File: src/hdl/lcdnw_pkg.sv
// ----------------------------------------------------------------------------
// lcdnw_pkg: shared types and constants for the character LCD nibble writer
// request/result payloads, decoded operations, sequencer phases, timing regs
// ----------------------------------------------------------------------------
package lcdnw_pkg;

    // request opcodes
    localparam logic [2:0] CMD_TICK  = 3'd0;
    localparam logic [2:0] CMD_CMDB  = 3'd1;
    localparam logic [2:0] CMD_DATAB = 3'd2;
    localparam logic [2:0] CMD_INIT  = 3'd3;
    localparam logic [2:0] CMD_GOTO  = 3'd4;

    // timing register indexes
    localparam logic [2:0] REG_SETUP      = 3'd0;
    localparam logic [2:0] REG_LEAD       = 3'd1;
    localparam logic [2:0] REG_HOLD       = 3'd2;
    localparam logic [2:0] REG_GAP        = 3'd3;
    localparam logic [2:0] REG_POWER_UP   = 3'd4;
    localparam logic [2:0] REG_WAKE_LONG  = 3'd5;
    localparam logic [2:0] REG_WAKE_SHORT = 3'd6;
    localparam logic [2:0] REG_SETTLE     = 3'd7;

    localparam int CFG_IDX_W  = 3;
    localparam int CFG_DATA_W = 16;

    // init progress marks
    localparam logic [3:0] STEP_NONE       = 4'd0;
    localparam logic [3:0] STEP_WAKE_FIRST = 4'd1;
    localparam logic [3:0] STEP_WAKE_LAST  = 4'd4;
    localparam logic [3:0] STEP_CMD_FIRST  = 4'd5;
    localparam logic [3:0] STEP_CMD_LAST   = 4'd8;

    localparam logic [3:0] NIB_WAKE   = 4'h3;
    localparam logic [3:0] NIB_4BIT   = 4'h2;

    typedef struct packed {
        logic [2:0] cmd;
        logic [7:0] byte_value;
        logic       row;
        logic [5:0] column;
    } request_t;

    typedef struct packed {
        logic       reg_select;
        logic       read_write;
        logic       enable_pin;
        logic [3:0] data_nibble;
        logic       busy_res;
        logic       rejected;
    } result_t;

    typedef enum logic [2:0] {
        K_NOP,
        K_TICK,
        K_BYTE,
        K_INIT
    } kind_t;

    // decoded operation handed from front to back
    typedef struct packed {
        kind_t      kind;
        logic [7:0] byte_value;
        logic       select;
    } op_t;

    typedef enum logic [3:0] {
        PH_IDLE,
        PH_POWER,
        PH_WSETUP,
        PH_WLEAD,
        PH_WHOLD,
        PH_WAFTER,
        PH_BSETUP,
        PH_BLEAD1,
        PH_BHOLD1,
        PH_BGAP,
        PH_BLEAD2,
        PH_BHOLD2,
        PH_SETTLE
    } phase_t;

    typedef struct packed {
        logic [7:0]  setup_ticks;
        logic [7:0]  enable_lead_ticks;
        logic [7:0]  enable_hold_ticks;
        logic [7:0]  nibble_gap_ticks;
        logic [15:0] power_up_ticks;
        logic [15:0] wake_long_ticks;
        logic [15:0] wake_short_ticks;
        logic [15:0] settle_ticks;
    } cfg_t;

    localparam cfg_t CFG_RESET = '{
        setup_ticks:       8'd10,
        enable_lead_ticks: 8'd5,
        enable_hold_ticks: 8'd10,
        nibble_gap_ticks:  8'd20,
        power_up_ticks:    16'd20000,
        wake_long_ticks:   16'd10000,
        wake_short_ticks:  16'd1000,
        settle_ticks:      16'd5000
    };

    typedef struct packed {
        logic       busy;
        logic [3:0] init_step;
    } status_t;

    // command bytes sent after the wake nibbles
    function automatic logic [7:0] init_cmd(input logic [1:0] idx);
        logic [7:0] val;
        case (idx)
            2'd0:    val = 8'h2C;
            2'd1:    val = 8'h0C;
            2'd2:    val = 8'h01;
            default: val = 8'h02;
        endcase
        return val;
    endfunction

endpackage

File: src/hdl/char_lcd_nibble_write_sequencer_core.sv
// ----------------------------------------------------------------------------
// char_lcd_nibble_write_sequencer_core: 4-bit character LCD write sequencer
// decodes requests and ticks, drives RS / E / D4..D7 levels per transaction
// ----------------------------------------------------------------------------
// usage:
//   request side is a queue: a transaction completes when push is high and
//   full is low. each request is a tick (one microsecond), a command byte,
//   a data byte, init or goto. byte, init and goto requests start a sequence
//   only while idle; otherwise they come back with rejected set.
//   result side is a queue: while empty is low the oldest result sits on
//   result, and pop takes it. every request yields exactly one result holding
//   the pin levels after that request plus busy and rejected flags.
//   the timing registers are written over cfg_valid / cfg_ready / cfg_index /
//   cfg_data (ready is always high) and must only change while idle.
//   a request passes the registered decoupling and result queues before its
//   result shows; throughput is one transaction per cycle while the result
//   side is popped. if the result side stalls, two results and two decoded
//   requests buffer up before full rises. reset returns the sequencer to idle
//   with all pins low and the timing registers at their power-on values.
// ----------------------------------------------------------------------------
module char_lcd_nibble_write_sequencer_core (
    input  logic                                    clk,
    input  logic                                    rst_n,
    // request queue side
    input  logic                                    push,
    output logic                                    full,
    input  lcdnw_pkg::request_t                     request,
    // result queue side
    output logic                                    empty,
    input  logic                                    pop,
    output lcdnw_pkg::result_t                      result,
    // timing register writes
    input  logic                                    cfg_valid,
    output logic                                    cfg_ready,
    input  logic [lcdnw_pkg::CFG_IDX_W-1:0]         cfg_index,
    input  logic [lcdnw_pkg::CFG_DATA_W-1:0]        cfg_data
);
    import lcdnw_pkg::*;

    cfg_t    cfg_reg;
    op_t     front_op;
    op_t     mid_op;
    logic    mid_empty, mid_pop;
    logic    res_full, res_push;
    result_t back_res;
    status_t status;

    // timing registers, write-only, always ready
    assign cfg_ready = 1'b1;

    always_ff @(posedge clk or negedge rst_n)
    begin
        if (!rst_n)
        begin
            cfg_reg <= CFG_RESET;
        end
        else if (cfg_valid && cfg_ready)
        begin
            case (cfg_index)
                REG_SETUP:      cfg_reg.setup_ticks       <= cfg_data[7:0];
                REG_LEAD:       cfg_reg.enable_lead_ticks <= cfg_data[7:0];
                REG_HOLD:       cfg_reg.enable_hold_ticks <= cfg_data[7:0];
                REG_GAP:        cfg_reg.nibble_gap_ticks  <= cfg_data[7:0];
                REG_POWER_UP:   cfg_reg.power_up_ticks    <= cfg_data;
                REG_WAKE_LONG:  cfg_reg.wake_long_ticks   <= cfg_data;
                REG_WAKE_SHORT: cfg_reg.wake_short_ticks  <= cfg_data;
                REG_SETTLE:     cfg_reg.settle_ticks      <= cfg_data;
                default:
                begin
                end
            endcase
        end
    end

    // front: classify the request as it arrives
    lcdnw_front u_front (
        .request (request),
        .op      (front_op)
    );

    // decoupling queue between decoder and sequencer
    lcdnw_queue #(
        .item_t (op_t)
    ) u_mid_q (
        .clk   (clk),
        .rst_n (rst_n),
        .push  (push),
        .wdata (front_op),
        .full  (full),
        .pop   (mid_pop),
        .rdata (mid_op),
        .empty (mid_empty)
    );

    // back: one sequencer step per decoded transaction
    lcdnw_back u_back (
        .clk      (clk),
        .rst_n    (rst_n),
        .cfg      (cfg_reg),
        .op       (mid_op),
        .op_valid (!mid_empty),
        .op_pop   (mid_pop),
        .res_full (res_full),
        .res_push (res_push),
        .res      (back_res),
        .status   (status)
    );

    // result queue, lets the sequencer keep going while the reader stalls
    lcdnw_queue #(
        .item_t (result_t)
    ) u_res_q (
        .clk   (clk),
        .rst_n (rst_n),
        .push  (res_push),
        .wdata (back_res),
        .full  (res_full),
        .pop   (pop),
        .rdata (result),
        .empty (empty)
    );

    // a rejected request leaves the sequencer busy
    a_rej_busy: assert property (@(posedge clk) disable iff (!rst_n)
        (!empty && result.rejected) |-> result.busy_res)
        else $error("rejected result without busy");

    // idle sequencer carries no init progress
    a_idle_step: assert property (@(posedge clk) disable iff (!rst_n)
        !status.busy |-> (status.init_step == STEP_NONE))
        else $error("init step left over while idle");

    // init progress never runs past the last command byte
    a_step_range: assert property (@(posedge clk) disable iff (!rst_n)
        status.init_step <= STEP_CMD_LAST)
        else $error("init step out of range");

    // sequencer only steps when a result slot is free
    a_no_overrun: assert property (@(posedge clk) disable iff (!rst_n)
        res_full |-> !res_push)
        else $error("result pushed into full queue");

endmodule

File: src/hdl/lcdnw_queue.sv
// ----------------------------------------------------------------------------
// lcdnw_queue: two-entry first-in first-out buffer
// head slot is shown directly, second slot shifts forward on pop
// ----------------------------------------------------------------------------
module lcdnw_queue #(
    parameter type item_t = logic
) (
    input  logic  clk,
    input  logic  rst_n,
    input  logic  push,
    input  item_t wdata,
    output logic  full,
    input  logic  pop,
    output item_t rdata,
    output logic  empty
);
    logic [1:0] count_reg, count_next;
    item_t      head_reg;
    item_t      tail_reg;
    logic       do_push, do_pop;

    assign full    = (count_reg == 2'd2);
    assign empty   = (count_reg == 2'd0);
    assign do_push = push && !full;
    assign do_pop  = pop && !empty;
    assign rdata   = head_reg;

    always_comb
    begin
        count_next = count_reg;
        if (do_push && !do_pop)
        begin
            count_next = count_reg + 2'd1;
        end
        else if (do_pop && !do_push)
        begin
            count_next = count_reg - 2'd1;
        end
    end

    always_ff @(posedge clk or negedge rst_n)
    begin
        if (!rst_n)
        begin
            count_reg <= 2'd0;
        end
        else
        begin
            count_reg <= count_next;
        end
    end

    always_ff @(posedge clk)
    begin
        if (do_pop && count_reg == 2'd2)
        begin
            head_reg <= tail_reg;
        end
        if (do_push)
        begin
            if (count_reg == 2'd0 || (count_reg == 2'd1 && do_pop))
            begin
                head_reg <= wdata;
            end
            else
            begin
                tail_reg <= wdata;
            end
        end
    end

endmodule

File: src/hdl/lcdnw_front.sv
// ----------------------------------------------------------------------------
// lcdnw_front: request decoder
// sorts requests into tick, byte write, init or no-op and forms the goto byte
// ----------------------------------------------------------------------------
module lcdnw_front (
    input  lcdnw_pkg::request_t request,
    output lcdnw_pkg::op_t      op
);
    import lcdnw_pkg::*;

    always_comb
    begin
        op.kind       = K_NOP;
        op.byte_value = request.byte_value;
        op.select     = 1'b0;
        case (request.cmd)
            CMD_TICK:  op.kind = K_TICK;
            CMD_CMDB:  op.kind = K_BYTE;
            CMD_DATAB:
            begin
                op.kind   = K_BYTE;
                op.select = 1'b1;
            end
            CMD_INIT:  op.kind = K_INIT;
            CMD_GOTO:
            begin
                // 0x80 + column, plus 0x40 on row one
                op.kind       = K_BYTE;
                op.byte_value = {1'b1, request.row, request.column};
            end
            default:   op.kind = K_NOP;
        endcase
    end

endmodule

File: src/hdl/lcdnw_back.sv
// ----------------------------------------------------------------------------
// lcdnw_back: timed pin sequencer
// runs one decoded operation per cycle unless res_full, forms the pin-level result
// ----------------------------------------------------------------------------
module lcdnw_back (
    input  logic                clk,
    input  logic                rst_n,
    input  lcdnw_pkg::cfg_t     cfg,
    input  lcdnw_pkg::op_t      op,
    input  logic                op_valid,
    output logic                op_pop,
    input  logic                res_full,
    output logic                res_push,
    output lcdnw_pkg::result_t  res,
    output lcdnw_pkg::status_t  status
);
    import lcdnw_pkg::*;

    phase_t      phase_reg, phase_next;
    logic [15:0] wait_reg, wait_next;
    logic [7:0]  byte_reg, byte_next;
    logic [3:0]  step_reg, step_next;
    logic        rs_reg, rs_next;
    logic        en_reg, en_next;
    logic [3:0]  nib_reg, nib_next;
    logic        fire, idle, advance, rej;

    assign fire     = op_valid && !res_full;
    assign op_pop   = fire;
    assign res_push = fire;
    assign idle     = (phase_reg == PH_IDLE);

    assign status.busy      = !idle;
    assign status.init_step = step_reg;

    always_comb
    begin
        phase_next = phase_reg;
        wait_next  = wait_reg;
        byte_next  = byte_reg;
        step_next  = step_reg;
        rs_next    = rs_reg;
        en_next    = en_reg;
        nib_next   = nib_reg;
        advance    = 1'b0;
        rej        = 1'b0;

        if (fire)
        begin
            case (op.kind)
                K_TICK:
                begin
                    if (!idle)
                    begin
                        if (wait_reg > 16'd1)
                        begin
                            wait_next = wait_reg - 16'd1;
                        end
                        else
                        begin
                            wait_next = 16'd0;
                            advance   = 1'b1;
                        end
                    end
                end
                K_BYTE:
                begin
                    if (!idle)
                    begin
                        rej = 1'b1;
                    end
                    else
                    begin
                        step_next  = STEP_NONE;
                        byte_next  = op.byte_value;
                        rs_next    = op.select;
                        phase_next = PH_BSETUP;
                        wait_next  = {8'd0, cfg.setup_ticks};
                    end
                end
                K_INIT:
                begin
                    if (!idle)
                    begin
                        rej = 1'b1;
                    end
                    else
                    begin
                        step_next  = STEP_WAKE_FIRST;
                        phase_next = PH_POWER;
                        wait_next  = cfg.power_up_ticks;
                    end
                end
                default:
                begin
                end
            endcase
        end

        if (advance)
        begin
            case (phase_reg)
                PH_POWER:
                begin
                    rs_next    = 1'b0;
                    phase_next = PH_WSETUP;
                    wait_next  = {8'd0, cfg.setup_ticks};
                end
                PH_WSETUP:
                begin
                    en_next    = 1'b1;
                    phase_next = PH_WLEAD;
                    wait_next  = {8'd0, cfg.enable_lead_ticks};
                end
                PH_WLEAD:
                begin
                    nib_next   = (step_reg == STEP_WAKE_LAST) ? NIB_4BIT : NIB_WAKE;
                    phase_next = PH_WHOLD;
                    wait_next  = {8'd0, cfg.enable_hold_ticks};
                end
                PH_WHOLD:
                begin
                    en_next = 1'b0;
                    if (step_reg == STEP_WAKE_FIRST)
                    begin
                        phase_next = PH_WAFTER;
                        wait_next  = cfg.wake_long_ticks;
                    end
                    else if (step_reg == 4'd2 || step_reg == 4'd3)
                    begin
                        phase_next = PH_WAFTER;
                        wait_next  = cfg.wake_short_ticks;
                    end
                    else
                    begin
                        step_next  = STEP_CMD_FIRST;
                        byte_next  = init_cmd(2'd0);
                        rs_next    = 1'b0;
                        phase_next = PH_BSETUP;
                        wait_next  = {8'd0, cfg.setup_ticks};
                    end
                end
                PH_WAFTER:
                begin
                    step_next  = step_reg + 4'd1;
                    rs_next    = 1'b0;
                    phase_next = PH_WSETUP;
                    wait_next  = {8'd0, cfg.setup_ticks};
                end
                PH_BSETUP:
                begin
                    en_next    = 1'b1;
                    phase_next = PH_BLEAD1;
                    wait_next  = {8'd0, cfg.enable_lead_ticks};
                end
                PH_BLEAD1:
                begin
                    nib_next   = byte_reg[7:4];
                    phase_next = PH_BHOLD1;
                    wait_next  = {8'd0, cfg.enable_hold_ticks};
                end
                PH_BHOLD1:
                begin
                    en_next    = 1'b0;
                    phase_next = PH_BGAP;
                    wait_next  = {8'd0, cfg.nibble_gap_ticks};
                end
                PH_BGAP:
                begin
                    en_next    = 1'b1;
                    phase_next = PH_BLEAD2;
                    wait_next  = {8'd0, cfg.enable_lead_ticks};
                end
                PH_BLEAD2:
                begin
                    nib_next   = byte_reg[3:0];
                    phase_next = PH_BHOLD2;
                    wait_next  = {8'd0, cfg.enable_hold_ticks};
                end
                PH_BHOLD2:
                begin
                    en_next = 1'b0;
                    if (step_reg >= STEP_CMD_FIRST)
                    begin
                        phase_next = PH_SETTLE;
                        wait_next  = cfg.settle_ticks;
                    end
                    else
                    begin
                        phase_next = PH_IDLE;
                        wait_next  = 16'd0;
                        step_next  = STEP_NONE;
                    end
                end
                PH_SETTLE:
                begin
                    if (step_reg >= STEP_CMD_FIRST && step_reg < STEP_CMD_LAST)
                    begin
                        // next init byte: index is the low two bits of the old step
                        step_next  = step_reg + 4'd1;
                        byte_next  = init_cmd(step_reg[1:0]);
                        rs_next    = 1'b0;
                        phase_next = PH_BSETUP;
                        wait_next  = {8'd0, cfg.setup_ticks};
                    end
                    else
                    begin
                        phase_next = PH_IDLE;
                        wait_next  = 16'd0;
                        step_next  = STEP_NONE;
                    end
                end
                default:
                begin
                    phase_next = PH_IDLE;
                    wait_next  = 16'd0;
                    step_next  = STEP_NONE;
                end
            endcase
        end

        res.reg_select  = rs_next;
        res.read_write  = 1'b0;
        res.enable_pin  = en_next;
        res.data_nibble = nib_next;
        res.busy_res    = (phase_next != PH_IDLE);
        res.rejected    = rej;
    end

    always_ff @(posedge clk or negedge rst_n)
    begin
        if (!rst_n)
        begin
            phase_reg <= PH_IDLE;
            wait_reg  <= 16'd0;
            byte_reg  <= 8'd0;
            step_reg  <= STEP_NONE;
            rs_reg    <= 1'b0;
            en_reg    <= 1'b0;
            nib_reg   <= 4'd0;
        end
        else
        begin
            phase_reg <= phase_next;
            wait_reg  <= wait_next;
            byte_reg  <= byte_next;
            step_reg  <= step_next;
            rs_reg    <= rs_next;
            en_reg    <= en_next;
            nib_reg   <= nib_next;
        end
    end

endmodule

File: config.mk
export PLATFORM = sky130hd
export DESIGN_NAME = char_lcd_nibble_write_sequencer_core
export DESIGN_NICKNAME = d
export VERILOG_FILES = /design/src/hdl/lcdnw_pkg.sv /design/src/hdl/char_lcd_nibble_write_sequencer_core.sv /design/src/hdl/lcdnw_queue.sv /design/src/hdl/lcdnw_front.sv /design/src/hdl/lcdnw_back.sv
export SDC_FILE = /design/constraint.sdc
export NUM_CORES = 1
export LEC_CHECK = 0
export BUFFER_PORTS_ARGS = -buffer_cell sky130_fd_sc_hd__buf_2
export CORE_ASPECT_RATIO = 0.9
export CORE_MARGIN = 4
export CORE_UTILIZATION = 43
export CTS_CLUSTER_DIAMETER = 50
export CTS_CLUSTER_SIZE = 25
export DETAILED_ROUTE_END_ITERATION = 16
export GPL_TIMING_DRIVEN = 0
export PLACE_DENSITY = 0.6
export SKIP_CTS_REPAIR_TIMING = 1
export SLEW_MARGIN = 20
export SYNTH_ARGS = -nofsm -noshare
export SYNTH_HDL_FRONTEND = slang
export SYNTH_SLANG_ARGS = --single-unit
export TNS_END_PERCENT = 50
File: constraint.sdc
create_clock -name clk -period 6.8 [get_ports clk]
set_input_delay 1.02 -clock clk [delete_from_list [all_inputs] [get_ports clk]]
set_output_delay 1.02 -clock clk [all_outputs]
set_load 0.1 [all_outputs]
==> results.toml, run 1 <==
[cts]
path_clk_slew_ps = 70
numClockSinks = 178
clk_path_buf_depth = 2
cts_tree = "built"
htree_levels = 4
worst_skew_pair.late_latency_ps = 440
cts_root_buf = "clkbuf_16"
cts_made_buffers = 17

[synthesis]
synth.cell_area_um2 = 9230
syn_nets = 892
synth_top_area_frac = 0.295
synthArstFlopShare = 0.775
ys_types = 74
synth_area_leader_cell = "dfrtp_1"
ys.flop_type = "dfrtp_1"
ys_ff_latch = 178
syn_area_per_cell_um2 = 11.1
synth_area_leaders = "dfrtp_1, mux2_2, dfstp_2"
synth_seq_area_share = 0.485
synthCells = 833
synth_edf_count = 19
ys_warn_count = 0

[drt]
vias = 6861
drc = 0
drt_iter0_drc = 643
drt_first_pass_iters = 5
ant_nets = 0
drt-total-wl_mm = 23.5
avgRoutedWirePerCell_um = 19.6
vias_per_cell = 5.71

[global_route]
grt_pass1_wl_mm = 38.2
grt_pass1_vias = 6745
gr-usage-met3 = 0.0367
grt_overflow = 0
grt-busiest-layer = "met1"
grt_max_degree = 96
met1_usage = 0.308
met2_usage = 0.299
grt_antenna_before_repair = 0
grtUsageTotal = 0.203

[die]
num_io_pins = 54
row_count = 50
die_y_um = 147
fp.dieArea_um2 = 23900
die_width_um = 162
core_um2 = 21000
start_util = 0.440

[worst_setup_path]
required_ps = 7080
crit_chain = "clkbuf_1 -> nor2_1 -> clkbuf_1 -> nand2_1 -> o32ai_1 -> o21ai_0 -> a221oi_1 -> o221ai_1"
end_kind = "register"
path_max_fanout = 10
path_class = "register to register"
cp-start-kind = "register"
cpMostUsedCell = "clkbuf_1"
slowest_stage = "clkbuf_1"
cp.arrival_ps = 3560
cpPeakStageDelay_ps = 730
critPathTopFamily = "buffers and inverters"
path_buf_inv = 2

[timing]
finalSetupViolations = 0
clock_skew_ps = 13.6
min_period_ps = 3280
clock.fmax_ghz = 0.305
worstMarginPinSlew_ps = 881
final_max_slew_viol_count = 0
setup_tns_ps = 0
hold_viol = 0
max_slew_margin = 0.413
fin_crit_sh = 0.483
grt_setup_unrepaired = "no"

[finish]
nNetsFinal = 961
drive_gt1_frac = 0.272
final_cells = 1201
seq_area_um2 = 4480
antenna_cells = 0
fillers = 1945
area_growth_pct = 13.3
largest_register_ffs = 96
final_cell_mix = "dfrtp_1, mux2_2, nor2_1, buf_2, mux2i_1"
layout_commonest_cell = "dfrtp_1"
multiInputGateArea_um2 = 4480

[place]
numPortBuffers = 48
hpwl_mm = 16.9
place_inst = 1169
gp_congestion = 0.889

[power]
ir_drop_uv = 200
power_density_nw_per_um2 = 405
p_leak_nw = 4.32

[run_status]
status = "completed"

[job]
cap_viol_max_count = 0

[hold_path]
min_path_type = "register to register"
worst paths after layout:
kind,from,to,slack (ps),cells past startpoint
setup / recovery,u_back.step_reg[2],u_back.wait_reg[3],3520,8
hold / removal,u_res_q.rdata[7],u_res_q.rdata[7],430,2
setup reg to reg,u_back.step_reg[2],u_back.wait_reg[3],3520,8
hold reg to reg,u_res_q.rdata[7],u_res_q.rdata[7],430,2
max in group asynchronous,rst_n,cfg_reg[59],5520,2
min in group asynchronous,rst_n,cfg_reg[81],480,1
cells in the mapped netlist (8+ instances only):
master,n
a21oi_1,34
mux2_2,106
mux2i_1,47
buf_2,9
nor3_1,14
inv_1,18
edfxtp_1,19
dfstp_2,29
nor2b_1,9
o21ai_1,8
nand2_1,46
dfxtp_1,21
a21o_1,9
a22oi_1,13
nand3_1,19
nor2_1,59
o21ai_0,30
nand2b_1,8
dfrtp_1,109
ha_1,17
a31oi_1,8
clkbuf_1,34
o21a_1,13
a221oi_1,8
xor2_1,8
cell families (layout without fill, tap and decap cells):
kind of cell | Yosys count | after routing | synth area share
muxes | 156 | 156 | 0.184
buffers and inverters | 68 | 150 | 0.0313
other | 1 | 1 | 0.000406
xor gates and xnor gates | 14 | 14 | 0.0133
AOI/OAI and AO/OA | 189 | 189 | 0.141
DFF | 178 | 178 | 0.485
adders and majority gates | 17 | 17 | 0.0230
and+or+nand+nor | 210 | 210 | 0.121
layer usage:
metal  routed length, um  vias to the layer above
met5                   0                        -
met4                 351                        0
li1                    -                     3222
met2               10500                      185
met3                1070                       41
met1               11700                     3413
area by class of cell:
cell class | instances | area share
multi-input cells | 587 | 0.429
flip-flops and latches | 178 | 0.429
clock buffers | 24 | 0.0461
well taps | 286 | 0.0342
repair buffers | 50 | 0.0273
plain buffers | 50 | 0.0212
clock inverters | 8 | 0.00754
inverters | 18 | 0.00646
through the flow:
stage               worst slack [ps]  utilization  cell area [um2]  power, W  hold WS (ps)
floorplan                       4140            -             9230   0.00284           470
global placement                2640        0.469             9830   0.00326           419
detailed placement              3750        0.472             9890   0.00330           425
CTS                             3640        0.499            10500   0.00425           436
global route                    3450        0.499            10500   0.00451           446
finish                          3520        0.499            10500   0.00424           432
power breakdown:
part | internal (W) | switching [W] | total, W | leakage, nW
clock | 0.000535 | 0.000418 | 0.000952 | 0.271
combinational | 0.000607 | 0.00103 | 0.00164 | 2.06
sequential | 0.00144 | 0.000205 | 0.00164 | 1.98
worst register-to-register path: stages (launching register included):
cell and delay [ps]:
dfrtp_1 360, clkbuf_1 230, nor2_1 550, clkbuf_1 730, nand2_1 290, o32ai_1 270
o21ai_0 140, a221oi_1 360, o221ai_1 180
No activity file was read; power rests on OpenSTA's default activity.
==> inputs of run 2 (changes only) <==
PLACE_DENSITY = 0.62   (was 0.6)
clock period = 2.9 ns   (was 6.8 ns; I/O delays follow)
==> results.toml, run 2 (synthesized netlist as in run 1, its figures left out) <==
[worst_setup_path]
path_buf_inv = 2
path_max_fanout = 9
cp.arrival_ps = 3120
cpPeakStageDelay_ps = 540
path_class = "register to register"
slowest_stage = "clkbuf_1"
cp-start-kind = "register"
critPathTopFamily = "compound AO/OA/AOI/OAI gates"
end_kind = "register"
crit_chain = "inv_1 -> ha_1 -> or2_2 -> clkbuf_1 -> nand2_1 -> o32ai_1 -> o21ai_0 -> a221oi_1 -> o221ai_1"
required_ps = 3170

[die]
fp.dieArea_um2 = 23900
core_um2 = 21000
row_count = 50
start_util = 0.440
die_width_um = 162
die_y_um = 147
num_io_pins = 54

[timing]
grt_setup_unrepaired = "yes"
clock_skew_ps = 8.23
clock.fmax_ghz = 0.351
finalSetupViolations = 0
worstMarginPinSlew_ps = 839
max_slew_margin = 0.437
min_period_ps = 2850
fin_crit_sh = 0.982
final_max_slew_viol_count = 0
holdWs_ps = -14.3
hold_viol = 16

[drt]
drt_first_pass_iters = 5
avgRoutedWirePerCell_um = 19.8
ant_nets = 0
vias = 6925
vias_per_cell = 5.77
drc = 0
drt-total-wl_mm = 23.8
drt_iter0_drc = 603

[finish]
antenna_cells = 0
layout_commonest_cell = "dfrtp_1"
seq_area_um2 = 4480
fillers = 1947
largest_register_ffs = 96
final_cell_mix = "dfrtp_1, mux2_2, nor2_1, buf_2, mux2i_1"
drive_gt1_frac = 0.286
multiInputGateArea_um2 = 4500
area_growth_pct = 14.0
nNetsFinal = 960
final_util = 0.502

[global_route]
grt_pass1_wl_mm = 37.7
grt_antenna_before_repair = 0
grt_max_degree = 74
grtUsageTotal = 0.202
grt_pass1_vias = 6769
grt_overflow = 0

[job]
cap_viol_max_count = 0

[place]
numPortBuffers = 48
gp_congestion = 0.942
hpwl_mm = 16.8

[cts]
cts_tree = "built"
cts_made_buffers = 17
numClockSinks = 178
cts_root_buf = "clkbuf_16"
path_clk_slew_ps = 70
worst_skew_pair.late_latency_ps = 430
htree_levels = 4
clk_path_buf_depth = 2

[hold_path]
min_path_type = "input pin to async pin"

[run_status]
status = "finished, violations left"
violations = "hold timing"

[power]
total_power_w = 0.0101
ir_drop_uv = 453
power_density_nw_per_um2 = 963
p_leak_nw = 4.35
[run 2: power by group]
group	internal, W	switching, W
Combinational	0.00144	0.00247
Sequential	0.00337	0.000478
Clock	0.00138	0.000996
Total	0.00619	0.00394
[run 2: final timing paths]
kind | start | endpoint | slack, ps | cells after the start
setup reg to reg | u_back.step_reg[0] | u_back.wait_reg[3] | 50 | 9
max in group asynchronous | rst_n | cfg_reg[59] | 2140 | 2
setup / recovery | u_back.step_reg[0] | u_back.wait_reg[3] | 50 | 9
hold reg to reg | u_res_q.rdata[7] | u_res_q.rdata[7] | 440 | 2
min in group clk | cfg_data[10] | cfg_reg[26] | 280 | 2
hold / removal | rst_n | cfg_reg[83] | -10 | 1
[run 2: worst reg2reg max path, stage by stage (launching register included)]
cell,delay [ps]
dfrtp_1,460
inv_1,170
ha_1,200
or2_2,110
clkbuf_1,540
nand2_1,280
o32ai_1,270
o21ai_0,150
a221oi_1,320
o221ai_1,190
[run 2: cell type report]
cell class,instances,area share
Buffer,48,0.0210
Inverter,18,0.00642
Clock inverter,13,0.0150
Multi-Input combinational cell,587,0.428
Timing Repair Buffer,51,0.0278
Tap cell,286,0.0340
Clock buffer,19,0.0421
Sequential cell,178,0.426
[run 2: per-stage QoR]
step | setup slack (ps) | hold WS [ps] | instances | cell area (um2) | TNS, ps
after global routing | -91.5 | 7.84 | 1200 | 10500 | -91.5
after global placement | -671 | 419 | 1167 | 9830 | -72290
after CTS | -235 | 1.47 | 1201 | 10500 | -1990
after floorplan | 323 | 139 | 833 | 9230 | 0
final | 52.1 | -14.3 | 1200 | 10500 | 0
after detailed placement | -231 | 423 | 1169 | 9890 | -1630
[run 2: routing by layer]
| metal | vias to the layer above | part of all wire | global-route usage |
|---|---|---|---|
| met1 | 3473 | 0.48 | 0.297 |
| met3 | 31 | 0.053 | 0.0491 |
| li1 | 3218 | - | - |
| met2 | 203 | 0.45 | 0.298 |
| met4 | 0 | 0.017 | 0.0541 |
| met5 | - | 0 | 0 |
